## src/rhh_pkg.sv

```systemverilog
package rhh_pkg;

  localparam logic [63:0] HASH_INIT = 64'd5381;

  localparam logic [1:0] ST_FOUND    = 2'd0;
  localparam logic [1:0] ST_INSERTED = 2'd1;
  localparam logic [1:0] ST_FULL     = 2'd2;

  localparam logic [0:0] REG_CAPACITY  = 1'd0;
  localparam logic [0:0] REG_KEY_BYTES = 1'd1;

  typedef struct packed {
    logic [63:0] key_word;
    logic        write_value;
    logic [31:0] new_value;
  } rhh_in_t;

  typedef struct packed {
    logic [1:0]  status;
    logic [5:0]  slot_index;
    logic [31:0] old_value;
    logic [6:0]  entry_count;
  } rhh_out_t;

  typedef enum logic [2:0] {
    CMD_NONE,
    CMD_LOAD,
    CMD_HASH,
    CMD_MOD,
    CMD_READ,
    CMD_PROBE,
    CMD_PLACE
  } rhh_cmd_e;

  typedef struct packed {
    rhh_cmd_e cmd;
  } rhh_ctl_t;

  typedef struct packed {
    logic hash_done;
    logic mod_done;
    logic hit;
    logic stop;
    logic place_done;
  } rhh_sts_t;

endpackage

```

## src/rhh_ctrl.sv

```systemverilog
module rhh_ctrl
  import rhh_pkg::*;
(
  input  logic     clk,
  input  logic     rst,
  input  logic     in_valid,
  output logic     in_ready,
  output logic     out_valid,
  input  logic     out_ready,
  input  rhh_sts_t sts,
  output rhh_ctl_t ctl,
  output logic     res_load
);

  typedef enum logic [2:0] {
    S_IDLE, S_HASH, S_MOD, S_READ, S_PROBE, S_PLACE, S_DONE
  } state_t;

  state_t state;

  always_ff @(posedge clk) begin
    if (rst) begin
      state     <= S_IDLE;
      out_valid <= 1'b0;
    end else begin
      if (out_valid && out_ready && !res_load) begin
        out_valid <= 1'b0;
      end
      case (state)
        S_IDLE:  if (in_valid) state <= S_HASH;
        S_HASH:  if (sts.hash_done) state <= S_MOD;
        S_MOD:   if (sts.mod_done) state <= S_READ;
        S_READ: begin
          if (sts.hit) state <= S_DONE;
          else if (sts.stop) state <= S_PLACE;
          else state <= S_PROBE;
        end
        S_PROBE: state <= S_READ;
        S_PLACE: if (sts.place_done) state <= S_DONE;
        S_DONE: begin
          if (!out_valid || out_ready) begin
            out_valid <= 1'b1;
            state     <= S_IDLE;
          end
        end
        default: state <= S_IDLE;
      endcase
    end
  end

  assign in_ready = (state == S_IDLE);
  assign res_load = (state == S_DONE) && (!out_valid || out_ready);

  always_comb begin
    case (state)
      S_IDLE:  ctl.cmd = (in_valid) ? CMD_LOAD : CMD_NONE;
      S_HASH:  ctl.cmd = CMD_HASH;
      S_MOD:   ctl.cmd = CMD_MOD;
      S_READ:  ctl.cmd = CMD_READ;
      S_PROBE: ctl.cmd = CMD_PROBE;
      S_PLACE: ctl.cmd = CMD_PLACE;
      default: ctl.cmd = CMD_NONE;
    endcase
  end

endmodule

```

## config.mk

```make
export PLATFORM = sky130hd
export DESIGN_NAME = rhh_ctrl
export DESIGN_NICKNAME = d
export VERILOG_FILES = /design/src/rhh_pkg.sv /design/src/rhh_ctrl.sv
export SDC_FILE = /design/constraint.sdc
export NUM_CORES = 1
export LEC_CHECK = 0
export BUFFER_PORTS_ARGS = -buffer_cell sky130_fd_sc_hd__buf_2
export CORE_AREA = 10 10 47 49
export DETAILED_ROUTE_END_ITERATION = 10
export DIE_AREA = 0 0 57 59
export PLACE_DENSITY = 0.47
export SLEW_MARGIN = 10
export SYNTH_ARGS = -nofsm -noshare
export SYNTH_HDL_FRONTEND = slang
export SYNTH_SLANG_ARGS = --single-unit
```

## constraint.sdc

```tcl
create_clock -name clk -period 1.6 [get_ports clk]
set_input_delay 0.24 -clock clk [delete_from_list [all_inputs] [get_ports clk]]
set_output_delay 0.24 -clock clk [all_outputs]
set_load 0.05 [all_outputs]
```

* Word-level counts from Yosys, hierarchy flattened
Index checks and enable logic that the tools add are counted.
** Storage, ports and cells
- Bits in registers :: 4
- Memory bits (writable) :: 0
- Memories kept :: 0
- Word-level logic and storage cells :: 34
- Bits in latches :: 0
- Bits in read-only memories :: 0
- Output and inout bits :: 6
** Operators by class
- $add $sub $neg :: 0
- Equality and inequality tests :: 11
- Muxes and demuxes :: 13
- Multiply operators :: 0
- Divide/modulo/power cells :: 0
- Magnitude comparators :: 0
- Reduce and logical (&&, ||, !) cells :: 8
- Shift operators :: 0
- Bitwise gates (word level) :: 0
** Operators with widths (count)
- one-hot mux 3 bit (7 select lines) :: 1
- one-hot mux 3 bit (6 select lines) :: 1
- 2-to-1 mux 3 bit :: 5
- inequality test 2 bit, second input constant :: 5
- equality test 3 bit, second input constant :: 3
- equality test 3 x 2 -> 1 bit, second input constant :: 2
- 2-to-1 mux 1 bit :: 5
- AND reduction 5 bit :: 1
- equality test 3 x 1 -> 1 bit, second input constant :: 1
- logical AND 1 bit :: 3
- logical NOT 3 bit :: 1
- logical NOT 1 bit :: 2
- 2-to-1 mux 2 bit :: 1
- logical OR 1 bit :: 1

* Longest topological paths before layout
- Depth after elaboration :: 8
- Gate-level depth with buffers :: 4
- Depth with buffers taken out :: 3

* Worst setup path after synthesis
Ideal clock, no wire load.
- Path type :: reg2out
- Start :: register state[1]
- End :: output port ctl[0] (netlist name)
- Path slack :: -0.369 ns
- Required time :: 1.360 ns
- Data arrival time :: 1.729 ns
- Cell stages (with the launch flop) :: 4
- Cells stage by stage :: dfxtp_1 buf_6 nor3_1 a211oi_1
** RTL lines
- start, declared :: RTL line rhh_ctrl.sv:19 : state_t state;
- start signal, assigned :: RTL line rhh_ctrl.sv:23 : state <= S_IDLE;
- start signal, assigned :: RTL line rhh_ctrl.sv:30 : S_IDLE: if (in_valid) state <= S_HASH;
- start signal, assigned :: RTL line rhh_ctrl.sv:31 : S_HASH: if (sts.hash_done) state <= S_MOD;
- end, declared :: RTL line rhh_ctrl.sv:11 : output rhh_ctl_t ctl,

==> impl_metrics.tcl <==
set metrics [dict create \
    status "finished, final reports clean" \
    synth_xor_xnor_area_share_pct 0 \
    rsz0062_at_grt "false" \
    yosysWarnings 0 \
    synth_adder_area_share_pct 0 \
    skew_ns 0.00476 \
    wl_microns 796 \
    wl_per_cell_microns 11.9 \
    seq_area_sq_um 83.8 \
    ctsLongestPathBuffers 2 \
    synthSimpleGateAreaFrac_pct 31.6 \
    critPathArrivalTime_ns 1.27 \
    slew-limit-headroom_pct 82.8 \
    fillerInstances 160 \
    insertion_delay_ns 0.24 \
    synth.distinct_cells 21 \
    syn_inst 35 \
    clk_pin_slew_ns 0.04 \
    max_freq_mhz 662 \
    reg2reg_depth 4 \
    grt_overflow 0 \
    fin_nets 62 \
    slew_violations 0 \
    hold_viol_final 0 \
    core_region_area_sq_um 1400 \
    synth_top_family_by_area "simple AND/OR/NAND/NOR gates" \
    synth_area_leaders "dfxtp_1, buf_6, mux2_2" \
    ff2ff_setup_slack_ns 0.40 \
    fin_crit_sh_pct 94.5 \
    setup_ws_ns 0.0884 \
    drive_gt1_share_pct 56.9 \
    combPwrFrac_pct 47.8 \
    layout.cells.non_filler 67 \
    cts_num_sinks 4 \
    h-tree-depth 1 \
    cts_buffers 3 \
    grt_pass1_vias 341 \
    synth_area_sq_um 305 \
    p_switching_mw 0.235 \
    synth_mux_area_share_pct 10.7 \
    regToRegStartpoint "state[0]" \
    syn_area_per_cell_sq_um 8.72 \
    multi_input_area_sq_um 208 \
    worst_pin_slew_ns 0.255 \
    io_pins 15 \
    final_util_pct 30.1 \
    cts_tree "built" \
    hold_slack_ns 0.213 \
    grt_pass1_wl_microns 1390 \
    die_x_microns 57 \
    ys_ff_latch 4 \
    p_clk_share_pct 23.8 \
    cts_hold_buf 0 \
    ir_drop_mv 0.519 \
    p_int_mw 0.290 \
    io_buffers 14 \
    p_total_mw 0.525 \
    grt_max_degree 15 \
    p_per_area_nw_per_um2 1250 \
    dp_hpwl_microns 613 \
    swShare_pct 44.8 \
    final.setup.tns_ns 0 \
    maxCapViolCount 0 \
    holdPathStages 2 \
    yosysTopAreaCell "dfxtp_1" \
    track_usage_pct 5.21 \
    synth_top_area_share_pct 26.2 \
    vias 328 \
    first_pass_iters 4 \
    preCtsSetupSlack_ns 0.176 \
    seqPwrFrac_pct 28.4 \
    initial_core_util_pct 21.8 \
    die-area_sq_um 3360 \
    place_area_sq_um 393 \
    worst_r2r_endpoint "state[0]" \
    synth.yosys.seq_area_share_pct 26.2 \
    ant_nets 0 \
    finalSetupViolations 0 \
    synth-compound-area-share_pct 21.7 \
    worstSetupPathType "reg -> out" \
    vias_per_cell 4.90 \
    p_leak_nw 0.184 \
    drtIter0Drc 5 \
    fin_crit_ns 1.51 \
    drc 0 \
    cts_root_buf "clkbuf_4" \
    critPathMaxFanout 14 \
    synth_fp_nets 44 \
    end_kind "primary output" \
    hold_class "in -> reg" \
    worst_setup_path_start_kind "flip-flop" \
    die_height_microns 59 \
    antenna_cells 0 \
    post-place-cells 64 \
    area_growth_pct 38.1 \
    antenna_found_initial 0 \
    post-route-cell-area_sq_um 422 \
    std_cell_rows 14 \
    gp_congestion 0.745 \
    required_ns 1.36 \
    holdPathEnd "state[2]" \
    min-delay-start "rst" \
]
==> synthesized netlist by cell type, drive strengths merged <==
library cell	count
a21oi	4
a32oi	1
nand3b	1
nor3	2
a311oi	1
a211oi	2
nor3b	1
and3	1
buf	3
o221ai	1
mux2i	1
dfxtp	4
nor2	5
nor4	1
nor2b	2
nand4b	1
mux2	2
nand2b	1
and2b	1
==> final cells by class <==
cell class | count | area share [%]
well taps | 16 | 4.75
flip-flops and latches | 4 | 19.9
repair buffers | 16 | 20.8
clock buffers | 3 | 5.34
multi-input cells | 28 | 49.3
==> power groups by stage <==
| stage | Sequential, mW | Clock [mW] | Combinational, mW |
|---|---|---|---|
| 2_1_floorplan | 0.130 | 0 | 0.219 |
| 3_3_place_gp | 0.148 | 0 | 0.248 |
| 3_5_place_dp | 0.148 | 0 | 0.247 |
| 4_1_cts | 0.149 | 0.132 | 0.253 |
| 5_1_grt | 0.154 | 0.139 | 0.273 |
| 6_report | 0.149 | 0.125 | 0.251 |
==> repair_timing <==
action                     CTS  global route
setup buffers                0             0
resized for setup            3             1
gates cloned                 0             0
setup endpoints to repair    5             2
==> cell families (layout without fill, tap and decap cells) <==
family | count (synthesis) | count (layout)
compound gates | 9 | 9
buf+inv | 3 | 19
simple gates | 16 | 16
mux | 3 | 3
flops | 4 | 4
==> sequential cells by signal, indices dropped and copies added (netlist names) <==
signal / cells
out_valid: 1
state: 3
==> routing by layer <==
| layer | wire length, microns | track usage, % |
|---|---|---|
| met3 | 20 | 1.93 |
| met2 | 401 | 7.44 |
| met5 | 0 | 0 |
| met4 | 0 | 5.03 |
| met1 | 375 | 5.77 |
==> worst max path at each step <==
stage | from | end | slack (ns) | depth (start not counted)
2_1_floorplan | state[2] | ctl[0] | 0.09 | 3
3_3_place_gp | state[2] | ctl[1] | 0.18 | 3
3_5_place_dp | state[2] | ctl[1] | 0.18 | 3
4_1_cts | state[0] | ctl[1] | 0.02 | 3
5_1_grt | state[2] | ctl[1] | 0.006 | 3
6_report | state[2] | ctl[1] | 0.09 | 3
==> cells in the final DEF (no fill, tap or decap), types with 2 or more instances in the layout <==
cell type  instances
clkbuf_4           3
dfxtp_2            3
buf_2             13
a21oi_1            4
a211oi_2           2
mux2_2             2
nor2_1             5
buf_4              3
==> critical path: stages (launching register included) <==
cell and delay [ns]:
dfxtp_2 0.46, nor2_1 0.10, mux2_2 0.26, buf_2 0.21
No activity file was read; power rests on OpenSTA's default activity.
